[src/rtl/light_level_hysteresis_classifier_top_macros.svh]
// ----------------------------------------------------------------------------
// Assertion macros for the light level hysteresis classifier
// Implication checks, sampled at the rising clock edge and disabled in reset.
// ----------------------------------------------------------------------------
`ifndef LIGHT_LEVEL_HYSTERESIS_CLASSIFIER_TOP_MACROS_SVH
`define LIGHT_LEVEL_HYSTERESIS_CLASSIFIER_TOP_MACROS_SVH

// The consequent holds in the same cycle as the antecedent.
`define LLHC_ASSERT_IMP(lbl, clk, rst_n, ante, cons, msg) \
    lbl: assert property (@(posedge clk) disable iff (!(rst_n)) (ante) |-> (cons)) \
        else $error(msg);

// The consequent holds in the cycle after the antecedent.
`define LLHC_ASSERT_NXT(lbl, clk, rst_n, ante, cons, msg) \
    lbl: assert property (@(posedge clk) disable iff (!(rst_n)) (ante) |=> (cons)) \
        else $error(msg);

`endif

[src/rtl/llhc_pkg.sv]
// ----------------------------------------------------------------------------
// Light level hysteresis classifier package
// Field widths, register indexes, light mode codes and shared structs.
// ----------------------------------------------------------------------------
package llhc_pkg;

    localparam int LEVEL_W = 10;
    localparam int DWELL_W = 16;
    localparam int TIME_W  = 32;
    localparam int CFG_IDX_W  = 3;
    localparam int CFG_DATA_W = 16;

    // Register indexes of the configuration port.
    localparam logic [CFG_IDX_W-1:0] CFG_HIGH_LEVEL     = 3'd0;
    localparam logic [CFG_IDX_W-1:0] CFG_LOW_LEVEL      = 3'd1;
    localparam logic [CFG_IDX_W-1:0] CFG_DARKNESS_LEVEL = 3'd2;
    localparam logic [CFG_IDX_W-1:0] CFG_DARK_DWELL     = 3'd3;
    localparam logic [CFG_IDX_W-1:0] CFG_BRIGHT_DWELL   = 3'd4;
    localparam logic [CFG_IDX_W-1:0] CFG_BLACKOUT_DWELL = 3'd5;

    // Register reset values.
    localparam logic [LEVEL_W-1:0] RST_HIGH_LEVEL     = 10'd100;
    localparam logic [LEVEL_W-1:0] RST_LOW_LEVEL      = 10'd60;
    localparam logic [LEVEL_W-1:0] RST_DARKNESS_LEVEL = 10'd300;
    localparam logic [DWELL_W-1:0] RST_DARK_DWELL     = 16'd2000;
    localparam logic [DWELL_W-1:0] RST_BRIGHT_DWELL   = 16'd2000;
    localparam logic [DWELL_W-1:0] RST_BLACKOUT_DWELL = 16'd500;

    typedef enum logic [1:0] {
        MODE_UNKNOWN = 2'd0,
        MODE_BRIGHT  = 2'd1,
        MODE_DARK    = 2'd2
    } t_mode;

    typedef struct packed {
        logic [LEVEL_W-1:0] high_level;
        logic [LEVEL_W-1:0] low_level;
        logic [LEVEL_W-1:0] darkness_level;
        logic [DWELL_W-1:0] dark_dwell_ms;
        logic [DWELL_W-1:0] bright_dwell_ms;
        logic [DWELL_W-1:0] blackout_dwell_ms;
    } t_cfg;

    typedef struct packed {
        logic               advance;
        logic [LEVEL_W-1:0] charge_ms;
        logic [TIME_W-1:0]  now_ms;
    } t_step;

    typedef struct packed {
        logic is_dark;
        logic changed;
    } t_res;

endpackage

[src/rtl/llhc_meas_if.sv]
// ----------------------------------------------------------------------------
// Measurement channel
// Valid/ready channel that carries one light sensor measurement.
// ----------------------------------------------------------------------------
interface llhc_meas_if;
    import llhc_pkg::*;

    logic               valid;
    logic               ready;
    logic [LEVEL_W-1:0] charge_ms;
    logic [TIME_W-1:0]  now_ms;

    modport source (output valid, output charge_ms, output now_ms, input ready);
    modport sink   (input valid, input charge_ms, input now_ms, output ready);
endinterface

[src/rtl/llhc_result_if.sv]
// ----------------------------------------------------------------------------
// Result channel
// Valid/ready channel that carries one classification result.
// ----------------------------------------------------------------------------
interface llhc_result_if;
    logic valid;
    logic ready;
    logic is_dark;
    logic changed;

    modport source (output valid, output is_dark, output changed, input ready);
    modport sink   (input valid, input is_dark, input changed, output ready);
endinterface

[src/rtl/light_level_hysteresis_classifier_top.sv]
// ----------------------------------------------------------------------------
// Light level hysteresis classifier, top level
// Input register, classifier core and result register around one state update.
// ----------------------------------------------------------------------------
//  Channel   Direction  Transfer contents
//  i_meas    in         charge_ms (10 bits), now_ms (32 bits)
//  o_result  out        is_dark (1 bit), changed (1 bit)
//  i_cfg_*   in         register write: index (3 bits), data (16 bits)
//
//  One measurement is accepted per cycle while i_meas.ready is high; its result
//  passes through the input register and then the result register, where it
//  waits for o_result.ready.
//  Synchronous reset clears both valid flags, the light mode and the dwell start.
//  A stalled result holds the result register; the input register still takes
//  one more measurement, after which i_meas.ready drops until the result moves.
// ----------------------------------------------------------------------------
module light_level_hysteresis_classifier_top (
    input  logic                            i_clk,
    input  logic                            i_rst_n,
    llhc_meas_if.sink                       i_meas,
    llhc_result_if.source                   o_result,
    input  logic                            i_cfg_we,
    input  logic [llhc_pkg::CFG_IDX_W-1:0]  i_cfg_idx,
    input  logic [llhc_pkg::CFG_DATA_W-1:0] i_cfg_data
);
    import llhc_pkg::*;
    `include "light_level_hysteresis_classifier_top_macros.svh"

    t_cfg               w_cfg;
    t_step              w_step;
    t_res               w_res;
    logic               r_in_valid;
    logic [LEVEL_W-1:0] r_in_charge;
    logic [TIME_W-1:0]  r_in_now;
    logic               r_out_valid;
    logic               r_out_dark;
    logic               r_out_changed;
    logic               w_advance;
    logic               w_in_ready;

    // The held item moves on when the result register is free or being emptied.
    assign w_advance  = r_in_valid && (!r_out_valid || o_result.ready);
    assign w_in_ready = !r_in_valid || w_advance;
    assign i_meas.ready = w_in_ready;

    llhc_cfg_regs u_cfg_regs (
        .i_clk      (i_clk),
        .i_rst_n    (i_rst_n),
        .i_cfg_we   (i_cfg_we),
        .i_cfg_idx  (i_cfg_idx),
        .i_cfg_data (i_cfg_data),
        .o_cfg      (w_cfg)
    );

    assign w_step.advance   = w_advance;
    assign w_step.charge_ms = r_in_charge;
    assign w_step.now_ms    = r_in_now;

    llhc_core u_core (
        .i_clk   (i_clk),
        .i_rst_n (i_rst_n),
        .i_cfg   (w_cfg),
        .i_step  (w_step),
        .o_res   (w_res)
    );

    // Input register.
    always_ff @(posedge i_clk) begin
        if (!i_rst_n) begin
            r_in_valid <= 1'b0;
        end else if (w_in_ready) begin
            r_in_valid <= i_meas.valid;
        end
    end

    always_ff @(posedge i_clk) begin
        if (w_in_ready && i_meas.valid) begin
            r_in_charge <= i_meas.charge_ms;
            r_in_now    <= i_meas.now_ms;
        end
    end

    // Result register.
    always_ff @(posedge i_clk) begin
        if (!i_rst_n) begin
            r_out_valid <= 1'b0;
        end else if (w_advance) begin
            r_out_valid <= 1'b1;
        end else if (o_result.ready) begin
            r_out_valid <= 1'b0;
        end
    end

    always_ff @(posedge i_clk) begin
        if (w_advance) begin
            r_out_dark    <= w_res.is_dark;
            r_out_changed <= w_res.changed;
        end
    end

    assign o_result.valid   = r_out_valid;
    assign o_result.is_dark = r_out_dark;
    assign o_result.changed = r_out_changed;

    `LLHC_ASSERT_NXT(a_result_loaded, i_clk, i_rst_n, w_advance, r_out_valid,
                     "result register not loaded after an item")
    `LLHC_ASSERT_IMP(a_empty_ready, i_clk, i_rst_n, !r_in_valid, i_meas.ready,
                     "empty input register refuses a measurement")
    `LLHC_ASSERT_NXT(a_blocked_hold, i_clk, i_rst_n, r_in_valid && !w_advance,
                     r_in_valid && $stable(r_in_now), "blocked measurement lost")
endmodule

[src/rtl/llhc_cfg_regs.sv]
// ----------------------------------------------------------------------------
// Configuration registers
// Holds the three levels and three dwell times written through the port.
// ----------------------------------------------------------------------------
module llhc_cfg_regs (
    input  logic                          i_clk,
    input  logic                          i_rst_n,
    input  logic                          i_cfg_we,
    input  logic [llhc_pkg::CFG_IDX_W-1:0]  i_cfg_idx,
    input  logic [llhc_pkg::CFG_DATA_W-1:0] i_cfg_data,
    output llhc_pkg::t_cfg                o_cfg
);
    import llhc_pkg::*;

    t_cfg r_cfg;
    t_cfg n_cfg;

    // Decode the write; levels take the low ten bits, unknown indexes are ignored.
    always_comb begin
        n_cfg = r_cfg;
        if (i_cfg_we) begin
            case (i_cfg_idx)
                CFG_HIGH_LEVEL:     n_cfg.high_level        = i_cfg_data[LEVEL_W-1:0];
                CFG_LOW_LEVEL:      n_cfg.low_level         = i_cfg_data[LEVEL_W-1:0];
                CFG_DARKNESS_LEVEL: n_cfg.darkness_level    = i_cfg_data[LEVEL_W-1:0];
                CFG_DARK_DWELL:     n_cfg.dark_dwell_ms     = i_cfg_data[DWELL_W-1:0];
                CFG_BRIGHT_DWELL:   n_cfg.bright_dwell_ms   = i_cfg_data[DWELL_W-1:0];
                CFG_BLACKOUT_DWELL: n_cfg.blackout_dwell_ms = i_cfg_data[DWELL_W-1:0];
                default:            n_cfg = r_cfg;
            endcase
        end
    end

    // Register file with its reset values.
    always_ff @(posedge i_clk) begin
        if (!i_rst_n) begin
            r_cfg.high_level        <= RST_HIGH_LEVEL;
            r_cfg.low_level         <= RST_LOW_LEVEL;
            r_cfg.darkness_level    <= RST_DARKNESS_LEVEL;
            r_cfg.dark_dwell_ms     <= RST_DARK_DWELL;
            r_cfg.bright_dwell_ms   <= RST_BRIGHT_DWELL;
            r_cfg.blackout_dwell_ms <= RST_BLACKOUT_DWELL;
        end else begin
            r_cfg <= n_cfg;
        end
    end

    assign o_cfg = r_cfg;
endmodule

[src/rtl/llhc_core.sv]
// ----------------------------------------------------------------------------
// Classifier core
// Light mode and dwell start registers with the single-pass update logic.
// ----------------------------------------------------------------------------
module llhc_core (
    input  logic           i_clk,
    input  logic           i_rst_n,
    input  llhc_pkg::t_cfg  i_cfg,
    input  llhc_pkg::t_step i_step,
    output llhc_pkg::t_res  o_res
);
    import llhc_pkg::*;
    `include "light_level_hysteresis_classifier_top_macros.svh"

    t_mode              r_mode;
    t_mode              n_mode;
    logic [TIME_W-1:0]  r_dwell_start;
    logic [TIME_W-1:0]  n_dwell_start;
    logic               w_changed;
    logic [TIME_W-1:0]  w_elapsed;
    logic [LEVEL_W:0]   w_level_sum;
    logic [LEVEL_W-1:0] w_mid;
    logic               w_above_high;
    logic               w_below_low;
    logic               w_blackout;
    logic               w_dark_due;
    logic               w_bright_due;

    // Elapsed time wraps modulo 2^32; dwell times compare zero-extended.
    assign w_elapsed    = i_step.now_ms - r_dwell_start;
    assign w_level_sum  = {1'b0, i_cfg.high_level} + {1'b0, i_cfg.low_level};
    assign w_mid        = w_level_sum[LEVEL_W:1];
    assign w_above_high = i_step.charge_ms >= i_cfg.high_level;
    assign w_below_low  = i_step.charge_ms < i_cfg.low_level;
    assign w_blackout   = (i_step.charge_ms >= i_cfg.darkness_level) &&
                          (w_elapsed >= {{(TIME_W-DWELL_W){1'b0}}, i_cfg.blackout_dwell_ms});
    assign w_dark_due   = w_blackout ||
                          (w_elapsed >= {{(TIME_W-DWELL_W){1'b0}}, i_cfg.dark_dwell_ms});
    assign w_bright_due = w_elapsed >= {{(TIME_W-DWELL_W){1'b0}}, i_cfg.bright_dwell_ms};

    // Next mode and dwell start; the timer restarts when the exit condition fails.
    always_comb begin
        n_mode        = r_mode;
        n_dwell_start = r_dwell_start;
        w_changed     = 1'b0;
        case (r_mode)
            MODE_BRIGHT: begin
                if (w_above_high) begin
                    if (w_dark_due) begin
                        n_mode        = MODE_DARK;
                        n_dwell_start = i_step.now_ms;
                        w_changed     = 1'b1;
                    end
                end else begin
                    n_dwell_start = i_step.now_ms;
                end
            end
            MODE_DARK: begin
                if (w_below_low) begin
                    if (w_bright_due) begin
                        n_mode        = MODE_BRIGHT;
                        n_dwell_start = i_step.now_ms;
                        w_changed     = 1'b1;
                    end
                end else begin
                    n_dwell_start = i_step.now_ms;
                end
            end
            default: begin
                // First item after reset classifies at once.
                if ((i_step.charge_ms >= i_cfg.darkness_level) || (i_step.charge_ms >= w_mid)) begin
                    n_mode = MODE_DARK;
                end else begin
                    n_mode = MODE_BRIGHT;
                end
                n_dwell_start = i_step.now_ms;
                w_changed     = 1'b1;
            end
        endcase
    end

    // State registers update only when an item moves into the result register.
    always_ff @(posedge i_clk) begin
        if (!i_rst_n) begin
            r_mode        <= MODE_UNKNOWN;
            r_dwell_start <= '0;
        end else if (i_step.advance) begin
            r_mode        <= n_mode;
            r_dwell_start <= n_dwell_start;
        end
    end

    assign o_res.is_dark = (n_mode == MODE_DARK);
    assign o_res.changed = w_changed;

    `LLHC_ASSERT_NXT(a_mode_known, i_clk, i_rst_n, i_step.advance, (r_mode == MODE_BRIGHT) || (r_mode == MODE_DARK), "light mode unknown after an item")
    `LLHC_ASSERT_NXT(a_mode_hold, i_clk, i_rst_n, !i_step.advance, $stable(r_mode) && $stable(r_dwell_start), "state moved without an item")
    `LLHC_ASSERT_NXT(a_change_restart, i_clk, i_rst_n, i_step.advance && w_changed, r_dwell_start == $past(i_step.now_ms), "dwell timer not restarted on a change")
endmodule
[src/flat_wrapper.sv]
// flat-port wrapper written by rule: the top's interface ports become plain ports
module light_level_hysteresis_classifier_top_flat import llhc_pkg::*;
  (i_clk, i_rst_n, i_cfg_we, i_cfg_idx, i_cfg_data, i_meas_valid, i_meas_charge_ms, i_meas_now_ms, i_meas_ready, o_result_valid, o_result_is_dark, o_result_changed, o_result_ready);
  llhc_meas_if i_meas_i ();
  llhc_result_if o_result_i ();
  input  logic i_clk;
  input  logic i_rst_n;
  input  logic i_cfg_we;
  input  logic [llhc_pkg::CFG_IDX_W-1:0] i_cfg_idx;
  input  logic [llhc_pkg::CFG_DATA_W-1:0] i_cfg_data;
  input wire logic [$bits(i_meas_i.valid)-1:0] i_meas_valid;
  input wire logic [$bits(i_meas_i.charge_ms)-1:0] i_meas_charge_ms;
  input wire logic [$bits(i_meas_i.now_ms)-1:0] i_meas_now_ms;
  output wire logic [$bits(i_meas_i.ready)-1:0] i_meas_ready;
  output wire logic [$bits(o_result_i.valid)-1:0] o_result_valid;
  output wire logic [$bits(o_result_i.is_dark)-1:0] o_result_is_dark;
  output wire logic [$bits(o_result_i.changed)-1:0] o_result_changed;
  input wire logic [$bits(o_result_i.ready)-1:0] o_result_ready;
  assign i_meas_i.valid = i_meas_valid;
  assign i_meas_i.charge_ms = i_meas_charge_ms;
  assign i_meas_i.now_ms = i_meas_now_ms;
  assign i_meas_ready = i_meas_i.ready;
  assign o_result_valid = o_result_i.valid;
  assign o_result_is_dark = o_result_i.is_dark;
  assign o_result_changed = o_result_i.changed;
  assign o_result_i.ready = o_result_ready;
  light_level_hysteresis_classifier_top u_core (.i_clk(i_clk), .i_rst_n(i_rst_n), .i_meas(i_meas_i), .o_result(o_result_i), .i_cfg_we(i_cfg_we), .i_cfg_idx(i_cfg_idx), .i_cfg_data(i_cfg_data));
endmodule
[config.mk]
export PLATFORM = sky130hd
export DESIGN_NAME = light_level_hysteresis_classifier_top_flat
export DESIGN_NICKNAME = d
export VERILOG_FILES = /design/src/rtl/llhc_pkg.sv /design/src/rtl/llhc_meas_if.sv /design/src/rtl/llhc_result_if.sv /design/src/rtl/light_level_hysteresis_classifier_top.sv /design/src/rtl/llhc_cfg_regs.sv /design/src/rtl/llhc_core.sv /design/src/flat_wrapper.sv
export VERILOG_INCLUDE_DIRS = /design/src /design/src/rtl
export SDC_FILE = /design/constraint.sdc
export NUM_CORES = 1
export LEC_CHECK = 0
export BUFFER_PORTS_ARGS = -buffer_cell sky130_fd_sc_hd__buf_2
export CELL_PAD_IN_SITES_DETAIL_PLACEMENT = 0
export CELL_PAD_IN_SITES_GLOBAL_PLACEMENT = 2
export CORE_ASPECT_RATIO = 2
export CORE_MARGIN = 4
export CORE_UTILIZATION = 35
export CTS_BUF_LIST = sky130_fd_sc_hd__clkbuf_8
export CTS_CLUSTER_DIAMETER = 80
export CTS_CLUSTER_SIZE = 28
export DETAILED_ROUTE_END_ITERATION = 6
export GPL_ROUTABILITY_DRIVEN = 0
export PLACE_DENSITY = 0.8
export RECOVER_POWER = 50
export SETUP_SLACK_MARGIN = 0.3
export SLEW_MARGIN = 20
export SYNTH_ARGS = -nofsm -noshare
export SYNTH_HDL_FRONTEND = slang
export SYNTH_SLANG_ARGS = --single-unit
[constraint.sdc]
create_clock -name i_clk -period 9.09 [get_ports i_clk]
set_input_delay 1.818 -clock i_clk [delete_from_list [all_inputs] [get_ports i_clk]]
set_output_delay 1.818 -clock i_clk [all_outputs]
set_load 0.05 [all_outputs]
==> results.ini <==
[status]
status = finished with violations
failed_checks = max-capacitance violations, max-slew violations

[power_and_ir_drop]
p_total_uw = 1720
leakage_uw = 0.00452
peakVddDrop_uv = 88.1
power_density_nw_per_um2 = 155

[clock_network]
ctsHoldBuffers = 0
cts_root_buffer = clkbuf_8
cts_tree = built
cts_resized = 0
clkSinkCount = 158
cts_buffer_depth = 2
path_clk_slew_ns = 0.08
htree_levels = 4
post_cts_buffers = 0
clock_latency_ns = 0.50
numCtsBuffers = 17

[global_route]
grt_pass1_vias = 8574
grt_start_max_net_pins = 109
grt_overflow = 0
grt.total_usage = 0.185
grt_pass1_wl_um = 45600
antenna_found_initial = 1

[routing]
first_iter_violations = 292
routed_via_density = 5.20
wl_um = 28600
first_pass_iters = 5
detail-route-antenna-nets = 0
drc = 0
routedWlPerCell_um = 17.7
vias = 8407

[synthesis]
yosys.area.top_type = dfxtp_1
ys_seq_area_frac = 0.355
syn_avg_cell_area_um2 = 8.40
synth_edf_count = 44
synth-seq-cells = 158
synth_flop_cell = dfxtp_1
ys.warnings.count = 0
yosys-top-cells-area = dfxtp_1 (23%), ha_1 (16%), edfxtp_1 (13%)
synth_top_area_frac = 0.225
synthArstFlopShare = 0
synth_area_um2 = 10100
mappedNetlistNets = 1404
synthDistinctLibCells = 67
syn_inst = 1207

[timing]
holdWs_ns = 0.454
fin_setup_tns_ns = 0
hold_viol = 0
drv_slew = 84
period_share = 0.527
max_freq_mhz = 209
rsz0062_at_grt = no
setup_violations = 0
layout_min_cycle_time_ns = 4.79
max_slew_margin = -0.741
fin_skew_ns = 0.0144
max_slew.worst_pin.slew_ns = 2.61

[cells_and_area]
nFillCells = 2990
final_common_cell = nand2_1
post-route-util = 0.391
final_cells = 1618
final_cell_mix = nand2_1 (207), ha_1 (129), inv_1 (126), dfxtp_1 (114), a21oi_1 (69)
layout-drive-gt1-share = 0.0880
final_nets = 1445
syn_to_final_growth_pct = 9.50

[floorplan]
die_w_um = 128
num_rows = 87
core_um2 = 28400
start_util = 0.357
die_h_um = 249
ios = 70
die-area_um2 = 31900

[setup_path]
critical_path.max_fanout = 64
path_cells = ha_1, o211ai_1, a21oi_1, nor2_1, o21ai_0, nand3_1, nand2_1, xor2_1, ha_1, a21o_1, a21o_1, a21o_1, a21oi_1, o211ai_1, a21oi_1, o21ai_0, o22ai_1, a21oi_4, buf_4, nand3_1, o21ai_0
crit_path_start_kind = register
critPathSlowestCell = edfxtp_1
worstPathRequired_ns = 9.44
criticalPathCategory = reg -> reg
critical-path-max-stage-delay_ns = 0.42
critical_path_buf_inv_count = 1
arrival_ns = 5.15
cp_top_family = compound AO/OA/AOI/OAI gates
crit_path_end_kind = register

[min_path]
hp-class = reg -> reg

[place]
placed_cells = 1585
io_buffers = 69
dp_hpwl_um = 22200

[flow_run]
maxCapViolCount = 2

## path summary, 6_finish.rpt
check / start / endpoint / slack [ns] / cells after the start
setup / recovery: u_core.r_in_now[4] / u_core.u_core.r_dwell_start[5] / 4.30 / 21
hold / removal: u_core.u_core.r_dwell_start[2] / u_core.u_core.r_dwell_start[2] / 0.45 / 2
hold reg to reg: u_core.u_core.r_dwell_start[2] / u_core.u_core.r_dwell_start[2] / 0.45 / 2
setup reg to reg: u_core.r_in_now[4] / u_core.u_core.r_dwell_start[5] / 4.30 / 21
## cells by family (layout without fill, tap and decap cells)
kind of cell	count (synthesis)	after routing	synth area share
multiplexers	3	3	0.00296
adder cells (fa/ha/maj)	131	131	0.163
other	0	1	0
AO/OA/AOI/OAI	333	333	0.215
buffers and inverters	173	227	0.0688
XOR/XNOR	29	29	0.0250
AND/OR/NAND/NOR	380	380	0.170
flip-flops	158	158	0.355
## cell usage after synthesis (all sizes together) (30+ instances only)
cell type,count
a21o,30
edfxtp,44
a21boi,52
a21oi,72
nand2,208
nand3,42
o21ai,80
inv,123
ha,129
nor2,46
dfxtp,114
o211ai,40
## through the flow
stage               area (µm²)  worst slack (ns)
floorplan                10100              4.95
global placement         10700              4.33
detailed placement       10700              4.28
CTS                      11100              4.25
global route             11100              3.87
finish                   11100              4.30
## cell type report
type	instances	area (µm²)	share of cell area
Clock buffer	17	234	0.0211
Timing Repair Buffer	72	360	0.0324
Multi-Input combinational cell	876	5850	0.527
Antenna cell	1	2.50	0.000225
Sequential cell	158	3600	0.324
Inverter	123	462	0.0416
Clock inverter	15	149	0.0134
Tap cell	356	445	0.0401
## registers in the layout, summed over array words and instances, names as in the netlist
signal / count
u_core.u_core.r_mode: 2
u_core.r_in_now: 32
u_core.u_cfg_regs.o_cfg: 78
u_core.o_result.is_dark: 1
u_core.r_in_charge: 10
u_core.o_result.changed: 1
u_core.o_result.valid: 1
u_core.r_in_valid: 1
u_core.u_core.r_dwell_start: 32
## worst min-delay path: stages (launching register included)
cell and delay [ns]:
dfxtp_1 0.32, nand2_1 0.05, o21ai_1 0.05
## routing by layer
metal	global-route usage	share of wire	vias to the layer above
li1	-	-	4295
met1	0.171	0.35	3965
met2	0.380	0.59	107
met3	0.0326	0.021	40
met4	0.0698	0.033	0
met5	0	0	-
## power by group
part	leakage, µW	switching [µW]	internal, µW	total, µW
clock	0.000188	290	242	532
sequential	0.00136	17.8	755	772
combinational	0.00298	256	157	414
total	0.00452	564	1150	1720
Note: power is estimated with default switching activity, not from simulation.
